### config.mk
export PLATFORM = sky130hd
export DESIGN_NAME = sum_check_frame_receiver
export DESIGN_NICKNAME = d
export VERILOG_FILES = /design/src/rtl/scfr_pkg.sv /design/src/rtl/scfr_queue.sv /design/src/rtl/scfr_front.sv /design/src/rtl/scfr_back.sv /design/src/rtl/sum_check_frame_receiver.sv
export SDC_FILE = /design/constraint.sdc
export NUM_CORES = 1
export LEC_CHECK = 0
export BUFFER_PORTS_ARGS = -buffer_cell sky130_fd_sc_hd__buf_4
export CORE_ASPECT_RATIO = 1.5
export CORE_MARGIN = 1.5
export CORE_UTILIZATION = 43
export DETAILED_ROUTE_END_ITERATION = 6
export GPL_TIMING_DRIVEN = 1
export PLACE_DENSITY_LB_ADDON = 0.08
export REMOVE_ABC_BUFFERS = 1
export SETUP_SLACK_MARGIN = 0.5
export SLEW_MARGIN = 30
export SYNTH_ARGS = -nofsm -noshare
export SYNTH_HDL_FRONTEND = slang
export SYNTH_SLANG_ARGS = --single-unit
### constraint.sdc
create_clock -name aclk -period 4.1 [get_ports aclk]
set_input_delay 0.82 -clock aclk [delete_from_list [all_inputs] [get_ports aclk]]
set_output_delay 0.82 -clock aclk [all_outputs]
set_load 0.01 [all_outputs]
### src/rtl/scfr_pkg.sv
package scfr_pkg;

    // Default sizing of the frame buffer and of the delivered payload
    localparam int BUFFER_BYTES_DEF   = 32;
    localparam int FRAME_DATA_MAX_DEF = 28;

    // Bytes of a buffer not available to the body (head, length, checksum)
    localparam int LEN_OVERHEAD = 3;

    // Width of a queued payload length; holds any length the parameters allow
    localparam int JOB_LEN_W = 8;

    typedef enum logic [1:0] {
        ST_BYTE = 2'd0,
        ST_DROP = 2'd1,
        ST_CHK  = 2'd2,
        ST_LEN  = 2'd3
    } status_t;

    typedef enum logic {
        OP_BYTE    = 1'b0,
        OP_RELEASE = 1'b1
    } opcode_t;

    typedef struct packed {
        logic       opcode;
        logic [7:0] rx_byte;
    } in_t;

    typedef struct packed {
        status_t    status;
        logic [7:0] command;
        logic [4:0] payload_len;
        logic [7:0] data_byte;
        logic [4:0] byte_index;
        logic       has_data;
        logic       last;
        logic       linked;
    } out_t;

    // Work handed from the parser to the result sequencer
    typedef struct packed {
        status_t                status;
        logic [7:0]             command;
        logic [JOB_LEN_W-1:0]   payload_len;
        logic                   linked;
    } job_t;

endpackage

### src/rtl/scfr_queue.sv
module scfr_queue
    import scfr_pkg::*;
(
    input  logic aclk,
    input  logic aresetn,
    input  logic push,
    input  job_t push_job,
    output logic full,
    input  logic pop,
    output logic not_empty,
    output job_t head_job
);

    // Two-entry job FIFO
    job_t       entry_reg [2];
    logic       wr_ptr_reg;
    logic       rd_ptr_reg;
    logic [1:0] count_reg;

    assign full      = (count_reg == 2'd2);
    assign not_empty = (count_reg != 2'd0);
    assign head_job  = entry_reg[rd_ptr_reg];

    always_ff @(posedge aclk) begin
        if (!aresetn) begin
            wr_ptr_reg <= 1'b0;
            rd_ptr_reg <= 1'b0;
            count_reg  <= 2'd0;
        end else begin
            if (push) begin
                wr_ptr_reg <= ~wr_ptr_reg;
            end
            if (pop) begin
                rd_ptr_reg <= ~rd_ptr_reg;
            end
            if (push && !pop) begin
                count_reg <= count_reg + 2'd1;
            end else if (pop && !push) begin
                count_reg <= count_reg - 2'd1;
            end
        end
    end

    always_ff @(posedge aclk) begin
        if (push) begin
            entry_reg[wr_ptr_reg] <= push_job;
        end
    end

endmodule

### src/rtl/scfr_front.sv
module scfr_front
    import scfr_pkg::*;
#(
    parameter int BUFFER_BYTES   = BUFFER_BYTES_DEF,
    parameter int FRAME_DATA_MAX = FRAME_DATA_MAX_DEF,
    localparam int CNT_W         = $clog2(BUFFER_BYTES)
) (
    input  logic             aclk,
    input  logic             aresetn,
    input  logic             cfg_wr_en,
    input  logic [7:0]       cfg_wr_data,
    input  logic             s_valid,
    output logic             s_ready,
    input  in_t              s_data,
    output logic             push,
    output job_t             push_job,
    input  logic             q_full,
    input  logic             frame_done,
    output logic             st_wr_en,
    output logic [CNT_W-1:0] st_wr_addr,
    output logic [7:0]       st_wr_data
);

    localparam logic [7:0] LEN_LIMIT = 8'(BUFFER_BYTES - LEN_OVERHEAD);
    localparam logic [JOB_LEN_W-1:0] DATA_MAX = JOB_LEN_W'(FRAME_DATA_MAX);

    typedef enum logic [1:0] {
        PH_HUNT,
        PH_LEN,
        PH_BODY,
        PH_CHK
    } phase_t;

    phase_t             phase_reg;
    logic [7:0]         head_byte_reg;
    logic [CNT_W-1:0]   body_count_reg;
    logic [CNT_W-1:0]   body_len_reg;
    logic [7:0]         running_sum_reg;
    logic [7:0]         command_reg;
    logic               frame_pending_reg;
    logic               link_up_reg;
    logic               frame_out_reg;

    logic               take;
    logic               is_byte;
    logic [7:0]         b;
    logic [7:0]         sum_next;
    logic [JOB_LEN_W-1:0] body_less;
    logic [JOB_LEN_W-1:0] plen;
    logic [CNT_W:0]     count_next;

    // Body bytes wait while an accepted frame is still being read out of the store
    assign s_ready = !q_full && !((phase_reg == PH_BODY) && frame_out_reg);
    assign take    = s_valid && s_ready;
    assign is_byte = (s_data.opcode == OP_BYTE);
    assign b       = s_data.rx_byte;

    assign sum_next   = running_sum_reg + b;
    assign body_less  = JOB_LEN_W'(body_len_reg) - JOB_LEN_W'(1);
    assign plen       = (body_less > DATA_MAX) ? DATA_MAX : body_less;
    assign count_next = {1'b0, body_count_reg} + {{CNT_W{1'b0}}, 1'b1};

    assign st_wr_en   = take && is_byte && (phase_reg == PH_BODY);
    assign st_wr_addr = body_count_reg;
    assign st_wr_data = b;

    always_comb begin
        push     = 1'b0;
        push_job = '{status: ST_LEN, command: 8'd0, payload_len: '0, linked: link_up_reg};
        if (take && is_byte) begin
            case (phase_reg)
                PH_LEN: begin
                    if ((b == 8'd0) || (b > LEN_LIMIT)) begin
                        push = 1'b1;
                    end
                end
                PH_CHK: begin
                    push = 1'b1;
                    if (sum_next != 8'd0) begin
                        push_job.status = ST_CHK;
                    end else if (frame_pending_reg) begin
                        push_job.status = ST_DROP;
                    end else begin
                        push_job.status      = ST_BYTE;
                        push_job.command     = command_reg;
                        push_job.payload_len = plen;
                        push_job.linked      = 1'b1;
                    end
                end
                default: begin
                    push = 1'b0;
                end
            endcase
        end
    end

    always_ff @(posedge aclk) begin
        if (!aresetn) begin
            phase_reg         <= PH_HUNT;
            head_byte_reg     <= 8'hFF;
            body_count_reg    <= '0;
            body_len_reg      <= '0;
            running_sum_reg   <= 8'd0;
            frame_pending_reg <= 1'b0;
            link_up_reg       <= 1'b0;
            frame_out_reg     <= 1'b0;
        end else begin
            if (cfg_wr_en) begin
                head_byte_reg <= cfg_wr_data;
            end
            if (frame_done && !(push && (push_job.status == ST_BYTE))) begin
                frame_out_reg <= 1'b0;
            end
            if (take && !is_byte) begin
                frame_pending_reg <= 1'b0;
            end else if (take) begin
                case (phase_reg)
                    PH_HUNT: begin
                        if (b == head_byte_reg) begin
                            phase_reg <= PH_LEN;
                        end
                    end
                    PH_LEN: begin
                        if ((b == 8'd0) || (b > LEN_LIMIT)) begin
                            phase_reg <= PH_HUNT;
                        end else begin
                            body_len_reg    <= CNT_W'(b);
                            running_sum_reg <= b;
                            body_count_reg  <= '0;
                            phase_reg       <= PH_BODY;
                        end
                    end
                    PH_BODY: begin
                        if (body_count_reg == '0) begin
                            command_reg <= b;
                        end
                        body_count_reg  <= count_next[CNT_W-1:0];
                        running_sum_reg <= sum_next;
                        if (count_next >= {1'b0, body_len_reg}) begin
                            phase_reg <= PH_CHK;
                        end
                    end
                    default: begin
                        phase_reg <= PH_HUNT;
                        if ((sum_next == 8'd0) && !frame_pending_reg) begin
                            frame_pending_reg <= 1'b1;
                            link_up_reg       <= 1'b1;
                            frame_out_reg     <= 1'b1;
                        end
                    end
                endcase
            end
        end
    end

endmodule

### src/rtl/scfr_back.sv
module scfr_back
    import scfr_pkg::*;
#(
    parameter int BUFFER_BYTES = BUFFER_BYTES_DEF,
    localparam int CNT_W       = $clog2(BUFFER_BYTES)
) (
    input  logic             aclk,
    input  logic             aresetn,
    input  logic             q_not_empty,
    input  job_t             q_head,
    output logic             pop,
    output logic             frame_done,
    input  logic             st_wr_en,
    input  logic [CNT_W-1:0] st_wr_addr,
    input  logic [7:0]       st_wr_data,
    output logic             m_valid,
    input  logic             m_ready,
    output out_t             m_data
);

    typedef enum logic [1:0] {
        S_IDLE,
        S_READ,
        S_EMIT
    } state_t;

    logic [7:0]           store_mem [BUFFER_BYTES];
    logic [7:0]           rd_data_reg;

    state_t               state_reg;
    job_t                 job_reg;
    logic [CNT_W-1:0]     idx_reg;
    logic                 m_valid_reg;
    out_t                 m_data_reg;

    logic                 out_free;
    logic                 rd_en;
    logic [CNT_W-1:0]     rd_addr;
    logic                 at_last;
    logic                 head_has_data;
    logic                 flag_load;
    logic                 emit_load;

    assign out_free = !m_valid_reg || m_ready;
    assign rd_en    = (state_reg == S_READ);
    // The command sits at the head of the store; payload starts one entry later
    assign rd_addr  = idx_reg + CNT_W'(1);
    assign at_last  = ((JOB_LEN_W'(idx_reg) + JOB_LEN_W'(1)) == job_reg.payload_len);

    assign head_has_data = (q_head.status == ST_BYTE) && (q_head.payload_len != '0);

    assign pop = (state_reg == S_IDLE) && q_not_empty && (out_free || head_has_data);

    // Single-result jobs load the output register straight from the queue head
    assign flag_load = pop && !head_has_data;
    assign emit_load = (state_reg == S_EMIT) && out_free;

    assign m_valid = m_valid_reg;
    assign m_data  = m_data_reg;

    always_ff @(posedge aclk) begin
        if (st_wr_en) begin
            store_mem[st_wr_addr] <= st_wr_data;
        end
        if (rd_en) begin
            rd_data_reg <= store_mem[rd_addr];
        end
    end

    always_ff @(posedge aclk) begin
        if (!aresetn) begin
            state_reg   <= S_IDLE;
            m_valid_reg <= 1'b0;
            frame_done  <= 1'b0;
            idx_reg     <= '0;
        end else begin
            frame_done <= (flag_load && (q_head.status == ST_BYTE)) || (emit_load && at_last);
            if (flag_load || emit_load) begin
                m_valid_reg <= 1'b1;
            end else if (m_ready) begin
                m_valid_reg <= 1'b0;
            end
            case (state_reg)
                S_IDLE: begin
                    if (pop) begin
                        job_reg <= q_head;
                        idx_reg <= '0;
                        if (head_has_data) begin
                            state_reg <= S_READ;
                        end else begin
                            m_data_reg.status      <= q_head.status;
                            m_data_reg.command     <= q_head.command;
                            m_data_reg.payload_len <= 5'd0;
                            m_data_reg.data_byte   <= 8'd0;
                            m_data_reg.byte_index  <= 5'd0;
                            m_data_reg.has_data    <= 1'b0;
                            m_data_reg.last        <= 1'b1;
                            m_data_reg.linked      <= q_head.linked;
                        end
                    end
                end
                S_READ: begin
                    state_reg <= S_EMIT;
                end
                S_EMIT: begin
                    if (out_free) begin
                        m_data_reg.status      <= ST_BYTE;
                        m_data_reg.command     <= job_reg.command;
                        m_data_reg.payload_len <= 5'(job_reg.payload_len);
                        m_data_reg.data_byte   <= rd_data_reg;
                        m_data_reg.byte_index  <= 5'(idx_reg);
                        m_data_reg.has_data    <= 1'b1;
                        m_data_reg.last        <= at_last;
                        m_data_reg.linked      <= job_reg.linked;
                        if (at_last) begin
                            state_reg <= S_IDLE;
                        end else begin
                            idx_reg   <= idx_reg + CNT_W'(1);
                            state_reg <= S_READ;
                        end
                    end
                end
                default: begin
                    state_reg <= S_IDLE;
                end
            endcase
        end
    end

endmodule

### src/rtl/sum_check_frame_receiver.sv
// Frame receiver for a serial byte stream. Frames run head, length, command,
// payload, checksum; the head value is set through cfg_wr_en/cfg_wr_data
// (0xFF after reset) and length counts the command plus payload. The parser
// takes one transaction per cycle while the result queue has room: hunting,
// length and checksum bytes, and releases, enter every clock unless the queue
// is full. Each good frame is read back out of the body store one result at a
// time: the store's registered read port is addressed, then the output
// register is loaded once it is free; flag results load it from the queue head.
// While a frame drains, body bytes of the next frame hold at s_ready low, as
// they would overwrite the store; hunting and length bytes still flow. A good
// frame sets the pending flag and the link flag; a release transaction
// (opcode 1) clears pending and produces nothing. A good frame arriving while
// one is pending gives a single "dropped" result, and bad length or bad
// checksum each give a single flag result, all marked last, carrying the
// current link flag, with other fields zero. A head value inside a frame
// counts as data.
module sum_check_frame_receiver
    import scfr_pkg::*;
#(
    parameter int BUFFER_BYTES   = BUFFER_BYTES_DEF,
    parameter int FRAME_DATA_MAX = FRAME_DATA_MAX_DEF
) (
    input  logic       aclk,
    input  logic       aresetn,
    // head byte register
    input  logic       cfg_wr_en,
    input  logic [7:0] cfg_wr_data,
    // received bytes and releases
    input  logic       s_valid,
    output logic       s_ready,
    input  in_t        s_data,
    // results
    output logic       m_valid,
    input  logic       m_ready,
    output out_t       m_data
);

    localparam int CNT_W = $clog2(BUFFER_BYTES);

    logic             push;
    job_t             push_job;
    logic             q_full;
    logic             q_not_empty;
    job_t             q_head;
    logic             pop;
    logic             frame_done;
    logic             st_wr_en;
    logic [CNT_W-1:0] st_wr_addr;
    logic [7:0]       st_wr_data;

    // Parser: track phase and checksum, fill the body store, classify frames
    scfr_front #(
        .BUFFER_BYTES   (BUFFER_BYTES),
        .FRAME_DATA_MAX (FRAME_DATA_MAX)
    ) u_front (
        .aclk        (aclk),
        .aresetn     (aresetn),
        .cfg_wr_en   (cfg_wr_en),
        .cfg_wr_data (cfg_wr_data),
        .s_valid     (s_valid),
        .s_ready     (s_ready),
        .s_data      (s_data),
        .push        (push),
        .push_job    (push_job),
        .q_full      (q_full),
        .frame_done  (frame_done),
        .st_wr_en    (st_wr_en),
        .st_wr_addr  (st_wr_addr),
        .st_wr_data  (st_wr_data)
    );

    // Decouple the parser from the result side
    scfr_queue u_queue (
        .aclk      (aclk),
        .aresetn   (aresetn),
        .push      (push),
        .push_job  (push_job),
        .full      (q_full),
        .pop       (pop),
        .not_empty (q_not_empty),
        .head_job  (q_head)
    );

    // Result sequencer: hold the body store, drain frames and flag results
    scfr_back #(
        .BUFFER_BYTES (BUFFER_BYTES)
    ) u_back (
        .aclk        (aclk),
        .aresetn     (aresetn),
        .q_not_empty (q_not_empty),
        .q_head      (q_head),
        .pop         (pop),
        .frame_done  (frame_done),
        .st_wr_en    (st_wr_en),
        .st_wr_addr  (st_wr_addr),
        .st_wr_data  (st_wr_data),
        .m_valid     (m_valid),
        .m_ready     (m_ready),
        .m_data      (m_data)
    );

endmodule

After elaboration in Yosys (flattened, before gate mapping)
Memories as Yosys holds them, arrays and structs flattened. A register that Yosys moved wholly into a read port is not among the register bits.
Index checks and enable logic that the tools add are counted.
{"block": "totals", "word_cells": 165, "latch_bits": 0, "n_memories": 2, "regBits": 100, "ram_bits": 294, "rom_bits": 0, "inputBits": 22, "out_inout_bits": 33}
{"memory": "u_back.store_mem", "words": 32, "width": 8, "rd": 1, "rd_clocked_by_memory_dff": 1, "wr": 1, "line_no": "scfr_back.sv:27", "source": "logic [7:0] store_mem [BUFFER_BYTES];"}
{"memory": "u_queue.entry_reg", "words": 2, "width": 19, "rd": 1, "rd_clocked_by_memory_dff": 1, "wr": 1, "line_no": "scfr_queue.sv:15", "source": "job_t entry_reg [2];"}
{"block": "classes", "eq_ne": 16, "n_reduce_logical": 57, "div": 0, "n_lt_le_gt_ge": 3, "addsub": 7, "shift": 0, "muxes": 46, "n_mul": 0, "n_bitwise": 7}
{"op": "31-bit two-way mux", "count": 3}
{"op": "31-bit case mux with 2 select lines", "count": 1}
{"op": "19-bit two-way mux", "count": 2}
{"op": "17-bit two-way mux", "count": 2}
{"op": "5-bit two-way mux", "count": 4}
{"op": "5-bit case mux with 2 select lines", "count": 2}
{"op": "4-bit AND reduction", "count": 5}
{"op": "1-bit logical AND", "count": 18}
{"op": "2-bit two-way mux", "count": 9}
{"op": "1-bit two-way mux", "count": 17}
{"op": "8-bit == test", "count": 2}
{"op": "8-bit by 5-bit > comparator with 1-bit output, second input constant", "count": 2}
{"op": "8-bit zero test", "count": 2}
{"op": "8-bit two-way mux", "count": 2}
{"op": "8-bit case mux with 2 select lines", "count": 1}
{"op": "8-bit nonzero test", "count": 2}
{"op": "5-bit by 1-bit adder with 6-bit output, second input constant", "count": 2}
{"op": "2-bit case mux with 3 select lines", "count": 2}
{"op": "5-bit AND reduction", "count": 2}
{"op": "2-bit nonzero test", "count": 5}
{"op": "3-bit AND reduction", "count": 3}
{"op": "8-bit adder", "count": 1}
{"op": "2-bit == test, second input constant", "count": 4}
{"op": "1-bit zero test", "count": 8}
{"op": "15 further kinds", "count": 35}

Depth between registers and ports, before layout
{"block": "logic_depth", "depth_word": 16, "depth_mapped": 10}

Modules after synthesis
From an unflattened synthesis, not the netlist that was laid out.
{"block": "hier_totals", "hier_cells": 956, "area_unflattened_um2": 16819.9}
{"mod": "scfr_back", "area_each_um2": 12608.3, "n_inst": 1, "cells_per_inst": 577}
{"mod": "scfr_front", "area_each_um2": 2618.8, "n_inst": 1, "cells_per_inst": 298}
{"mod": "scfr_queue", "area_each_um2": 1592.8, "n_inst": 1, "cells_per_inst": 81}

Worst setup path before layout
OpenSTA, ideal clock, no wires.
{"block": "synth_path", "kind": "input to register", "start": "input aresetn", "end": "register u_back.m_data_reg (netlist bit u_back.m_data[0]) (enable)", "setup_ns": 0.430, "stages": 3, "arrival_ns": 2.689, "slack_ns": 0.981, "path_cell_list": "clkbuf_1 -> nand2b_1 -> a21oi_1"}
{"block": "synth_via", "elab_chain_len": 1}
{"element": "from (decl)", "line_no": "sum_check_frame_receiver.sv:24", "source": "input logic aresetn,"}
{"element": "5-bit AND reduction (no source line)"}
{"element": "to (decl)", "line_no": "scfr_back.sv:34", "source": "out_t m_data_reg;"}
Every way passes these cells.
A chain may end at the register's enable or synchronous reset.

Final worst setup path
{"block": "layout_path", "start": "register u_back.idx_reg[0]", "end": "register u_back.idx_reg[4]"}
{"block": "layout_via", "elab_chain_len": 4, "word_cells_on_any_way": 8, "cone_classes": "add/sub (2); eq/ne (2); mux (3); reduce/logical (1)"}
{"element": "from (decl)", "line_no": "scfr_back.sv:32", "source": "logic [CNT_W-1:0] idx_reg;"}
{"element": "from (signal assigned)", "line_no": "scfr_back.sv:118", "source": "idx_reg <= idx_reg + CNT_W'(1);"}
{"element": "5-bit by 1-bit adder with 6-bit output or 5-bit by 1-bit adder with 5-bit output (tied branches)", "line_no": "scfr_back.sv:48, scfr_back.sv:118"}
{"element": "8-bit == test or 5-bit two-way mux (tied branches)", "line_no": "scfr_back.sv:48, scfr_back.sv:115"}
{"element": "2-bit != test (no source line) or 5-bit two-way mux (tied branches)"}
{"element": "4-bit AND reduction (no source line) or 5-bit case mux with 2 select lines (tied branches)"}
Parallel ways exist; a longest one is shown, timed or not. The select of a mux whose other input is x is not followed.

==> run summary <==
design area: 18700 um^2
Root Buffer: clkbuf_16
DIE AREA: 38800 um^2
Crit path required time: 4500 ps
FF-to-FF Start: u_back.idx_reg[0]$_SDFFE_PN0P_
crit start category: register
Synth Register Bits: 397
first-pass GRT wire length: 53700 um
pwr dens: 489 nW/um^2
max reg flops: 256
area leader, netlist: edfxtp_1
clock-pin slew on the worst setup and hold paths: 60 ps
Placed Area: 17500 um^2
Layout Cells excl Fill: 1569
hpwl dp: 24000 um
measured slew at the worst slew-check pin: 905 ps
largest net degree at the start of global routing: 45
TNS Setup: 0 ps
Async SR Flop Fraction: 0
post-route ant nets: 0
layout cells sized above 1: 0.252
WL final: 35300 um
hold path depth: 1
Relative slew margins: 0.396
post-synthesis sequential area ratio: 0.709
CTS tree: yes
DR DRC count: 0
via count: 8311
Global Route Usage Sum: 0.189
Top-Level Pins: 55
Antenna Cells: 0
Worst R2R Path Depth: 7
# resized after CTS: 0
clock skew: 14.8 ps
Yosys top cell area share: 0.654
CTS max path bufs: 3
crit-path max FO: 30
# Post-CTS Setup Buffers: 0
Fin. Hold Viols: 0
grt ovf: 0
CTS Buf Count: 40
placer's final routability congestion estimate: 0.760
# setup viols final: 0
Tmin final: 3150 ps
Final nets: 1099
die height: 241 um
Post-Syn Area: 16200 um^2
# rows: 86
I/O Buffers: 54
max_cap viols: 0
1st-iter DRT viols: 481
fin. max-slew vios: 0
CP arrival: 3550 ps
Final Core Density: 0.508
vias per inst: 5.30
crit path capture type: register
H-tree levels: 2
mean post-synth cell area: 17.2 um^2
Reg-to-Reg End: u_back.idx_reg[4]$_SDFFE_PN0P_
Worst Setup SP: u_back.idx_reg[0]$_SDFFE_PN0P_
min-delay src: u_back.frame_done$_SDFF_PN0_
worst vdd ir: 0.000349 V
RSZ-0062 raised after global routing: false
worst hold path endpoint: u_front.frame_out_reg$_SDFF_PN0_
status: finished clean
routed len/inst: 22.5 um
WS Path Type: register to register
reg2reg setup slack: 950 ps
CTS Hold Bufs: 0
HP Class: register to register
Synth Instances: 939
synth-to-layout area growth: 15.9%
Max Freq: 317 MHz
synth unique cells: 66
Worst-Skew Late Latency: 540 ps
placed insts: 1498
first-pass iteration count of the detailed router: 4
initial antenna violation count: 3
Leak: 6.28 nW
Final period util: 0.768
Num Clock Sinks: 397
Tot Pwr: 0.00917 W
initial core utilization: 0.438
Die W: 161 um
Area contributors post-synth: edfxtp_1 (65%), mux4_2 (10%), dfxtp_1 (5.6%)
Post-synth EDFFs: 352
vias in the first global route: 8721
core area: 36900 um^2
Yosys warning count: 0
Main synth FF type: edfxtp_1
report_power, final:
part | internal, W | total (W) | switching (W)
clock network | 0.00207 | 0.00355 | 0.00148
logic | 0.000448 | 0.00103 | 0.000581
registers | 0.00454 | 0.00459 | 0.0000532
total | 0.00705 | 0.00917 | 0.00212
critical path: stages, from the launching register on:
cell	delay, ps
dfxtp_4	370
buf_4	490
nand3_1	360
a211oi_1	500
nor4b_2	180
a2111oi_2	800
mux2i_1	260
nor2_1	50
logic make-up (layout without fill, tap and decap cells):
logic type               Yosys count  count (layout)  share of synthesized area
XOR/XNOR                          28              28                     0.0173
AO/OA/AOI/OAI                     79              79                     0.0327
multiplexers                     116             116                      0.137
adder cells (fa/ha/maj)           21              21                     0.0167
flip-flops                       397             397                      0.709
AND/OR/NAND/NOR                  240             240                     0.0705
other                              1               2                   0.000232
buffers and inverters             57             202                     0.0165
cells in the mapped netlist (2+ instances only):
cell,count
and2_1,25
nand2b_1,8
a22oi_1,3
nand2_1,42
mux4_1,5
a211o_1,2
o21a_1,2
a211oi_1,2
nand3b_1,3
or4_1,2
buf_2,5
mux2i_1,12
a311oi_1,3
and3b_1,2
nor2_1,100
o2111ai_1,2
xor2_1,17
a31oi_1,2
mux4_2,75
a21oi_1,22
nor3_1,13
mux2_2,24
nor2_2,2
or3_1,3
o21ai_0,15
edfxtp_1,352
o211ai_1,2
ha_1,20
nor4_1,7
clkbuf_1,24
or2_2,2
a21o_1,2
buf_6,4
nand3_1,16
and3_1,2
a21boi_0,3
inv_1,22
dfxtp_1,45
xnor2_1,9
nor2b_1,4
nand4_1,5
o22ai_1,5
routing by layer:
layer | vias to the layer above | GRT usage | wire length, um
met5 | - | 0 | 23
met2 | 169 | 0.355 | 19500
met4 | 4 | 0.0685 | 1100
met1 | 4173 | 0.216 | 13400
met3 | 64 | 0.0300 | 1370
li1 | 3901 | - | -
how the worst max path moves through the flow:
stage / endpoint / slack [ps] / cells after the start
2_1_floorplan: u_back.rd_data_reg[7]$_DFFE_PN_ / -1700 / 4
3_3_place_gp: u_queue.entry_reg[0][2]$_DFFE_PP_ / 660 / 10
3_5_place_dp: u_queue.entry_reg[1][1]$_DFFE_PP_ / 620 / 10
4_1_cts: u_back.idx_reg[4]$_SDFFE_PN0P_ / 900 / 7
5_1_grt: u_back.idx_reg[4]$_SDFFE_PN0P_ / 770 / 7
6_report: u_back.idx_reg[4]$_SDFFE_PN0P_ / 950 / 7
per-stage QoR:
stage / worst slack, ps / hold WS [ps]
4_1_cts: 902 / 438
3_3_place_gp: 656 / 432
2_1_floorplan: -1700 / 388
5_1_grt: 767 / 470
3_5_place_dp: 621 / 417
6_report: 950 / 430
cells in the final DEF (no fill, tap or decap), types with 4 or more instances in the layout:
| cell type | count |
|---|---|
| a21oi_1 | 21 |
| and2_1 | 25 |
| buf_4 | 107 |
| clkbuf_1 | 13 |
| clkbuf_16 | 42 |
| clkinv_1 | 8 |
| dfxtp_1 | 44 |
| edfxtp_1 | 352 |
| ha_1 | 19 |
| inv_1 | 22 |
| mux2_2 | 24 |
| mux2i_1 | 12 |
| mux4_1 | 5 |
| mux4_2 | 75 |
| nand2_1 | 42 |
| nand2b_1 | 8 |
| nand3_1 | 16 |
| nand4_1 | 5 |
| nor2_1 | 100 |
| nor2b_1 | 4 |
| nor3_1 | 13 |
| nor4_1 | 7 |
| o21ai_0 | 15 |
| o22ai_1 | 4 |
| xnor2_1 | 8 |
| xor2_1 | 17 |
layout make-up:
| class | count | area, um^2 |
|---|---|---|
| multi-input combinational | 486 | 4460 |
| clock inverter | 16 | 159 |
| fill | 3131 | 18200 |
| inverter | 22 | 82.6 |
| clock buffer | 55 | 1100 |
| sequential | 397 | 11500 |
| tap | 484 | 606 |
| timing repair buffer | 109 | 851 |
Power figures use the tool's default switching activity.
